===== src/msf_pkg.sv =====
// Package for the message slot FIFO: operation and status codes, the
// controller-to-datapath command and status types. No dependencies.
package msf_pkg;

	localparam logic [1:0] OP_WRITE = 2'd0;
	localparam logic [1:0] OP_READ  = 2'd1;
	localparam logic [1:0] OP_FLUSH = 2'd2;
	localparam logic [1:0] OP_NONE  = 2'd3;

	localparam logic [2:0] STAT_OK       = 3'd0;
	localparam logic [2:0] STAT_EMPTY    = 3'd1;
	localparam logic [2:0] STAT_FULL     = 3'd2;
	localparam logic [2:0] STAT_TOO_LONG = 3'd3;
	localparam logic [2:0] STAT_SMALL    = 3'd4;

	localparam int unsigned LEN_W   = 7;
	localparam int unsigned COUNT_W = 8;

	typedef enum logic [1:0] {
		ST_IDLE,
		ST_RD_LEN,
		ST_RD_BYTE
	} ctrl_state_t;

	typedef enum logic [3:0] {
		CMD_NONE,
		CMD_WRITE,
		CMD_FLUSH,
		CMD_NOP_RES,
		CMD_EMPTY,
		CMD_RD_START,
		CMD_RD_SMALL,
		CMD_RD_POP_ZERO,
		CMD_RD_POP,
		CMD_RD_BYTE
	} dp_cmd_t;

	typedef struct packed {
		logic held_zero;
		logic len_gt_cap;
		logic len_zero;
		logic byte_last;
		logic out_free;
	} dp_stat_t;

endpackage


===== src/msf_ctrl.sv =====
// Controller state machine of the message slot FIFO.
// Depends on msf_pkg; drives commands into msf_datapath.
module msf_ctrl import msf_pkg::*; (
	input  logic       clk,
	input  logic       arst_n,
	input  logic       in_valid,
	input  logic [1:0] op,
	input  dp_stat_t   stat,
	output logic       in_stall,
	output dp_cmd_t    cmd
);

	ctrl_state_t state_q, state_nxt;
	logic        accept;

	assign accept = in_valid && stat.out_free && (state_q == ST_IDLE);

	always_ff @(posedge clk or negedge arst_n) begin
		if (!arst_n) begin
			state_q <= ST_IDLE;
		end else begin
			state_q <= state_nxt;
		end
	end

	always_comb begin
		state_nxt = state_q;
		unique case (state_q)
			ST_IDLE: begin
				if (accept && op == OP_READ && !stat.held_zero) begin
					state_nxt = ST_RD_LEN;
				end
			end
			ST_RD_LEN: begin
				if (stat.out_free) begin
					if (stat.len_gt_cap || stat.len_zero) begin
						state_nxt = ST_IDLE;
					end else begin
						state_nxt = ST_RD_BYTE;
					end
				end
			end
			ST_RD_BYTE: begin
				if (stat.out_free && stat.byte_last) begin
					state_nxt = ST_IDLE;
				end
			end
			default: state_nxt = ST_IDLE;
		endcase
	end

	always_comb begin
		cmd      = CMD_NONE;
		in_stall = 1'b1;
		unique case (state_q)
			ST_IDLE: begin
				in_stall = !stat.out_free;
				if (accept) begin
					unique case (op)
						OP_WRITE: cmd = CMD_WRITE;
						OP_READ:  cmd = stat.held_zero ? CMD_EMPTY : CMD_RD_START;
						OP_FLUSH: cmd = CMD_FLUSH;
						OP_NONE:  cmd = CMD_NOP_RES;
						default:  cmd = CMD_NOP_RES;
					endcase
				end
			end
			ST_RD_LEN: begin
				if (stat.out_free) begin
					priority if (stat.len_gt_cap) begin
						cmd = CMD_RD_SMALL;
					end else if (stat.len_zero) begin
						cmd = CMD_RD_POP_ZERO;
					end else begin
						cmd = CMD_RD_POP;
					end
				end
			end
			ST_RD_BYTE: begin
				if (stat.out_free) begin
					cmd = CMD_RD_BYTE;
				end
			end
			default: cmd = CMD_NONE;
		endcase
	end

endmodule


===== config.mk =====
export PLATFORM = sky130hd
export DESIGN_NAME = msf_ctrl
export DESIGN_NICKNAME = d
export VERILOG_FILES = /design/src/msf_pkg.sv /design/src/msf_ctrl.sv
export SDC_FILE = /design/constraint.sdc
export NUM_CORES = 1
export LEC_CHECK = 0
export ABC_CLOCK_PERIOD_IN_PS = 2800
export BUFFER_PORTS_ARGS = -buffer_cell sky130_fd_sc_hd__buf_2
export CORE_AREA = 2 2 39 41
export DETAILED_ROUTE_END_ITERATION = 7
export DIE_AREA = 0 0 41 43
export HOLD_SLACK_MARGIN = 0.02
export PLACE_DENSITY = 0.42
export SYNTH_ARGS = -nofsm -noshare
export SYNTH_HDL_FRONTEND = slang
export SYNTH_SLANG_ARGS = --single-unit
export TNS_END_PERCENT = 30

===== constraint.sdc =====
create_clock -name clk -period 2.8 [get_ports clk]
set_input_delay 0.42 -clock clk [delete_from_list [all_inputs] [get_ports clk]]
set_output_delay 0.42 -clock clk [all_outputs]
set_load 0.02 [all_outputs]

==> summary.md, run 1 <==
| Metric | Value |
|---|---|
| CP Class | primary input to primary output |
| Die width | 41 um |
| Fin area | roughly 350 um^2 |
| Synthesized cell area | between 200 and 250 um^2 |
| Arrival time worst endpoint | around 1.4 ns |
| Biggest regs | state_q: 2 flops |
| RSZ-0062 raised after global routing | no |
| Residual DRC | 0 |
| Row count | 14 |
| # IOs | 15 |
| Setup Skew | 0.00456 ns |
| Setup WS pre-CTS | roughly 1 ns |
| Post-CTS sizing | 0 |
| # fillers | around 150 |
| Reg2Reg Launch Point | state_q[0] |
| Post-CTS setup buffers | 0 |
| GRT overflow | 0 |
| Final #Nets | 54 |
| Yosys reg bits | 2 |
| Main flop type after synthesis | dfrtp_1 |
| Root Buffer | clkbuf_4 |
| Sw Pwr | ~0.000037 W |
| Initial antenna violation count | 0 |
| DR vias/cell | roughly 4.2 |
| I/O Buffers | 14 |
| Worst skew pair latency | about 0.22 ns |
| FFs w/ async S/R, synth | 100% |
| Final Hold Viols | 0 |
| Clock buffer depth | 2 |
| Measured slew at the worst slew-check pin | 0.302 ns |
| Max VDD drop | between 200 and 250 uV |
| Switching share of power | between 20 and 30% |
| Antenna cells | 0 |
| Most frequent cells after synthesis | a21oi_1 (3), nand2_1 (3), nor2b_1 (3), dfrtp_1 (2), nand2b_1 (2) |
| TritonCTS buffer count | 3 |
| Via count | 243 |
| Power per cell area | approximately 370 mW/mm^2 |
| Int Pwr | between 0.00009 and 0.0001 W |
| Worst min-delay path class | primary input to asynchronous set/reset pin |
| Post-placement cell area | roughly 320 um^2 |
| Layout area overhead | 54.1% |
| Sequential share of the synthesized area | about 22% |
| Fraction of layout cells with a size suffix above 1 | between 40% and 50% |
| Worst EP required | ~2.4 ns |
| Clock share of power | about half |
| Yosys Warn Count | 0 |
| Post-layout worst setup margin | between 1 and 1.5 ns |
| DRT iter0 DRCs | 1 |
| Clk slew on worst S/H paths | roughly 0.03 ns |
| First-pass GRT wire length | 1.08 mm |
| Final worst-path cycle share | 63.6% |
| LEAKAGE | 0.159 nW |
| Number of global-route vias before repair | 268 |
| Initial core utilization | around 16% |
| Synth cell types | 16 |
| Area contributors post-synth | dfrtp_1 (22%), a2111oi_4 (12%), nor4b_4 (10%), nor2b_1 (8.3%), a21oi_1 (6.6%) |
| Register bank with the most flops | state_q |
| Status | finished, final reports clean |
| Die area | between 0.0015 and 0.002 mm^2 |
| Relative slew slack | 79.8% |
| Final setup vio count | 0 |
| Crit path capture type | primary output |
| Startpoint types | primary input |
| Max FFs per register | 2 |
| Max FO, Critical Path | 3 |
| Largest net degree at the start of global routing | 9 |
| Cells after synthesis | 24 |
| Final wirelength | ~640 um |
| CTS H-tree depth | 1 |
| Synth area leader | dfrtp_1 |
| FMAX | about 560 MHz |
| Post-layout util | about a quarter |
| Detailed placement HPWL | just over 500 um |
| WL/cell | approximately 11 um |
| Final TNS setup | 0 ns |
| Fin crit period | ~1.8 ns |
| Flop pwr share | 24.6% |
| Drt pass-1 iters | 2 |
| Max Cap Viol | 0 |
| Top cell type's share of synthesized area | 22.1% |
| Clock sink count | 2 |
| Total GRT Usage | 9.62% |
| Antenna Violating Nets Remaining | 0 |
| Avg Cell Area, Syn | about 9.4 um^2 |
| Placer Congestion | between 0.5 and 0.6 |
| Std-Cell Core Area | 0.00138 mm^2 |
| Die H | 43 um |
| CTS tree | done |
| CP Launch Point | op[0] |
| Comb pwr share | 26.5% |
| Post-synth EDFFs | 0 |
| Max-slew violations | 0 |
| Synthesized Nets | 34 |
stage by stage:
stage / instances / power (W) / hold WS (ns)
3_3_place_gp: 54 / 0.0000661 / 0.207
4_1_cts: 58 / 0.000137 / 0.488
2_1_floorplan: 24 / 0.0000508 / 0.124
5_1_grt: 58 / 0.000143 / 0.499
6_report: 58 / 0.000131 / 0.495
3_5_place_dp: 54 / 0.0000667 / 0.207
power by group through the flow:
stage	sequential (W)	combinational [W]	clock [W]
6_report	0.0000322	0.0000347	0.0000640
4_1_cts	0.0000321	0.0000354	0.0000698
3_3_place_gp	0.0000323	0.0000338	0
5_1_grt	0.0000324	0.0000384	0.0000720
2_1_floorplan	0.0000319	0.0000189	0
3_5_place_dp	0.0000324	0.0000342	0
worst max-delay path, stage by stage:
cell and delay, ns:
buf_2 0.10, nor2b_2 0.18, a2111oi_4 0.35, o31a_1 0.16, buf_2 0.16
what timing repair did:
item                       CTS  global route
hold endpoints to repair     2             0
hold buffers                 1             0
setup endpoints to repair    0             0
cell usage in the layout (no fill, tap or decap), drive strengths merged:
cell type,Yosys,routed
o21ai,1,1
clkbuf,0,3
dfrtp,2,2
a22o,1,1
nand2b,2,2
nor4bb,1,1
o31a,1,1
inv,1,1
nor4b,1,1
dlygate4sd3,0,1
buf,0,14
nand4b,1,1
a2111oi,1,1
a21oi,3,3
o21a,1,1
nor2b,4,4
nand2,3,3
or2,1,1
logic make-up (layout without fill, tap and decap cells):
| family | count (synthesis) | count (layout) | synth area share, % |
|---|---|---|---|
| compound gates | 8 | 8 | 32.0 |
| buf+inv | 1 | 19 | 1.66 |
| flops | 2 | 2 | 22.1 |
| simple gates | 13 | 13 | 44.2 |
per-layer routing:
layer | wire [um] | GRT usage, %
met1 | 294 | 11.5
met2 | 270 | 11.9
met3 | 80 | 3.66
met4 | 0 | 10.0
met5 | 0 | 0
path summary, 6_finish.rpt:
kind                            slack [ns]  cells past startpoint    endpoint
worst max-delay path                  1.02                      5      cmd[0]
worst min register to register        0.58                      1  state_q[0]
worst min-delay path                  0.50                      2  state_q[1]
max in group asynchronous             2.20                      2  state_q[0]
min in group clk                      0.50                      3  state_q[1]
worst max register to register        1.76                      3  state_q[0]
cell type report:
cell class              count  area, um^2  share of cell area, %
clock buffers               3        22.5                   6.45
inverters                   1        3.75                   1.08
multi-input cells          21         173                   49.5
flip-flops and latches      2        50.0                   14.3
well taps                  16        20.0                   5.73
repair buffers             15        80.1                   22.9
No activity file was read; power rests on OpenSTA's default activity.
==> run 2: changes to the inputs <==
--- a/config.mk
+++ b/config.mk
@@ -5,13 +5,13 @@
 export SDC_FILE = /design/constraint.sdc
 export NUM_CORES = 1
 export LEC_CHECK = 0
-export ABC_CLOCK_PERIOD_IN_PS = 2800
+export ABC_CLOCK_PERIOD_IN_PS = 1600
 export BUFFER_PORTS_ARGS = -buffer_cell sky130_fd_sc_hd__buf_2
 export CORE_AREA = 2 2 39 41
 export DETAILED_ROUTE_END_ITERATION = 7
 export DIE_AREA = 0 0 41 43
 export HOLD_SLACK_MARGIN = 0.02
-export PLACE_DENSITY = 0.42
+export PLACE_DENSITY = 0.44
 export SYNTH_ARGS = -nofsm -noshare
 export SYNTH_HDL_FRONTEND = slang
 export SYNTH_SLANG_ARGS = --single-unit
==> constraint.sdc (replaced) <==
create_clock -name clk -period 1.6 [get_ports clk]
set_input_delay 0.24 -clock clk [delete_from_list [all_inputs] [get_ports clk]]
set_output_delay 0.24 -clock clk [all_outputs]
set_load 0.02 [all_outputs]
==> run 2 against run 1 <==
  * Clock power grew 78%
  * Non-clock buffer count unchanged
  * Routed wire length shrank 19%
  * Die area did not move
  * Sequential share of layout area about the same
  * Utilization up 0.54 points
  * Combinational power grew 74%
  * Count of clock-buffer cells in the layout unchanged
  * Global-route usage down 2.5 points
  * First-iteration DRC count rose to 3.0 times the previous value
  * Highest routed layer is now met4
==> summary.md, run 2 (synthesis gave the netlist of run 1 again) <==
| Metric | Value |
|---|---|
| RSZ-0062 raised after global routing | no (unchanged) |
| Placed cell count | 54 (unchanged) |
| Largest net degree at the start of global routing | 9 (unchanged) |
| Status | finished, final reports clean (unchanged) |
| Via count | 239 (was 243) |
| Max FO, Critical Path | 5 (was 3) |
| Final worst-path cycle share | between 90 and 100% |
| Post-placement cell area | 317 um^2 (unchanged) |
| Met2 usage | 8.75% (was 11.9%) |
| Worst min-delay path class | primary input to flip-flop (was primary input to asynchronous set/reset pin) |
| Std-Cell Core Area | 0.00138 mm^2 (unchanged) |
| Placer Congestion | 0.597 (was 0.590) |
| Residual DRC | 0 (unchanged) |
| Register bank with the most flops | state_q (unchanged) |
| Final setup vio count | 0 (unchanged) |
| Initial antenna violation count | 0 (unchanged) |
| Clk slew on worst S/H paths | 0.03 ns (about the same) |
| Die H | 43 um (unchanged) |
| CTS tree | done (unchanged) |
| Most common cell after layout, fill and taps aside | buf_2 (unchanged) |
| Detailed placement HPWL | 412 um (was 503 um) |
| GR peak layer | met2 (unchanged) |
| Hold EP | state_q[1] |
| Most frequent cells in the layout | buf_2 (14), nor2b_1 (3), nand2_1 (3), a21oi_1 (3), clkbuf_4 (3) (unchanged) |
| Measured slew at the worst slew-check pin | 0.247 ns (was 0.302 ns) |
| Fraction of layout cells with a size suffix above 1 | 52.4% (was 47.6%) |
| Worst EP required | 1.36 ns (was 2.38 ns) |
| Min Hold Slack | 0.302 ns (was 0.495 ns) |
| Setup Skew | 0.00486 ns (was 0.00456 ns) |
| Row count | 14 (unchanged) |
| Crit path capture type | primary output (unchanged) |
| Reg-to-Reg End | state_q[0] (unchanged) |
| Root Buffer | clkbuf_4 (unchanged) |
| Met3 Track Usage GR | 3.66% (unchanged) |
| Final TNS setup | 0 ns (unchanged) |
| Startpoint types | flip-flop (was primary input) |
| Post-CTS setup buffers | 0 (unchanged) |
| First-pass GRT wire length | 786 um (was 1.08 mm) |
| DRT iter0 DRCs | 3 (was 1) |
| CP Class | flip-flop to primary output (was primary input to primary output) |
| Arrival time worst endpoint | 1.29 ns (was 1.36 ns) |
| # IOs | 15 (unchanged) |
| Max Cap Viol | 0 (unchanged) |
| Final Non-Filler Cells | 58 (unchanged) |
| Final wirelength | 524 um (was 644 um) |
| DR vias/cell | 4.12 (was 4.19) |
| Relative slew slack | 83.4% (was 79.8%) |
| TritonCTS buffer count | 3 (unchanged) |
| Clock sink count | 2 (unchanged) |
| LEAKAGE | 0.157 nW (was 0.159 nW) |
| Clock buffer depth | 2 (unchanged) |
| Max VDD drop | 260 uV (was 215 uV) |
| Total GRT Usage | 7.13% (was 9.62%) |
| R2r worst-path depth | 3 (unchanged) |
| Antenna cells | 0 (unchanged) |
| Final Hold Viols | 0 (unchanged) |
| Die area | 0.00176 mm^2 (unchanged) |
| Biggest regs | state_q: 2 flops (unchanged) |
| FMAX | around 650 MHz |
| Max FFs per register | 2 (unchanged) |
| WL/cell | 9.03 um (was 11.1 um) |
| CTS H-tree depth | 1 (unchanged) |
| Worst hold path startpoint | stat[1] |
| Reg2Reg Setup Slack | 0.60 ns (was 1.76 ns) |
| Max-slew violations | 0 (unchanged) |
| Final #Nets | 54 (unchanged) |
| Initial core utilization | 16.4% (unchanged) |
| Antenna Violating Nets Remaining | 0 (unchanged) |
| Fin area | 357 um^2 (was 349 um^2) |
| Hold Path Depth | 3 |
| GRT overflow | 0 (unchanged) |
| Die width | 41 um (unchanged) |
| Worst skew pair latency | 0.23 ns (was 0.22 ns) |
| Power per cell area | 645 mW/mm^2 (was 375 mW/mm^2) |
| Met1 Resource Use GR | 7.72% (was 11.5%) |
| Layout area overhead | 57.5% (was 54.1%) |
| I/O Buffers | 14 (unchanged) |
| Pwr Total | 0.000230 W (was 0.000131 W) |
| Number of global-route vias before repair | 208 (was 268) |
| Drt pass-1 iters | 3 (was 2) |
| Fin crit period | 1.53 ns |
| Reg2Reg Launch Point | state_q[0] (unchanged) |
==> run 2: changes by cell type in the layout (fill, tap and decap cells not counted) <==
cell,delta
dfrtp_1,-1
dfrtp_2,+1
nor4bb_1,-1
nor4bb_2,+1
==> run 2: worst max path at each step <==
stage / start / end / slack [ns] / cells past startpoint
2_1_floorplan: state_q[0] / cmd[1] / 0.31 / 3
3_3_place_gp: op[0] / cmd[0] / 0.20 / 5
3_5_place_dp: op[0] / cmd[0] / 0.20 / 5
4_1_cts: state_q[0] / cmd[3] / 0.04 / 3
5_1_grt: state_q[1] / cmd[3] / 0.007 / 3
6_report: state_q[1] / cmd[0] / 0.07 / 3
==> run 2: metal layers <==
metal / wire length [um] / vias to the layer above / part of all wire [%]
li1: - / 125 / -
met4: 23 / 0 / 4.4
met2: 196 / 14 / 37
met5: 0 / - / 0
met3: 69 / 4 / 13
met1: 235 / 96 / 45
==> run 2: stage by stage <==
step / utilization (%) / worst slack [ns]
2_1_floorplan: - / 0.307
3_3_place_gp: 22.9 / 0.196
3_5_place_dp: 22.9 / 0.200
4_1_cts: 25.2 / 0.0386
5_1_grt: 25.8 / 0.00699
6_report: 25.8 / 0.0655
==> run 2: cell type report <==
cell class	count	area, um^2
multi-input combinational	21	179
tap	16	20.0
sequential	2	51.3
timing repair buffer	15	80.1
inverter	1	3.75
fill	158	1030
clock buffer	3	22.5
==> run 2: power breakdown <==
part	leakage, nW	switching [W]	internal, W	total, W
Clock	0.0138	0.0000308	0.0000829	0.000114
Sequential	0.0260	0.00000341	0.0000527	0.0000562
Combinational	0.118	0.0000311	0.0000292	0.0000603
==> run 2: what timing repair did <==
item                       4_1_cts  5_1_grt
setup endpoints to repair        0        4
hold endpoints to repair         2        0
gates resized for setup          0        2
hold buffers                     1        0
==> run 2: critical path, stage by stage, from the launching register on <==
cell	delay, ns
dfrtp_1	0.43
nor2b_1	0.19
o31a_1	0.29
buf_2	0.16
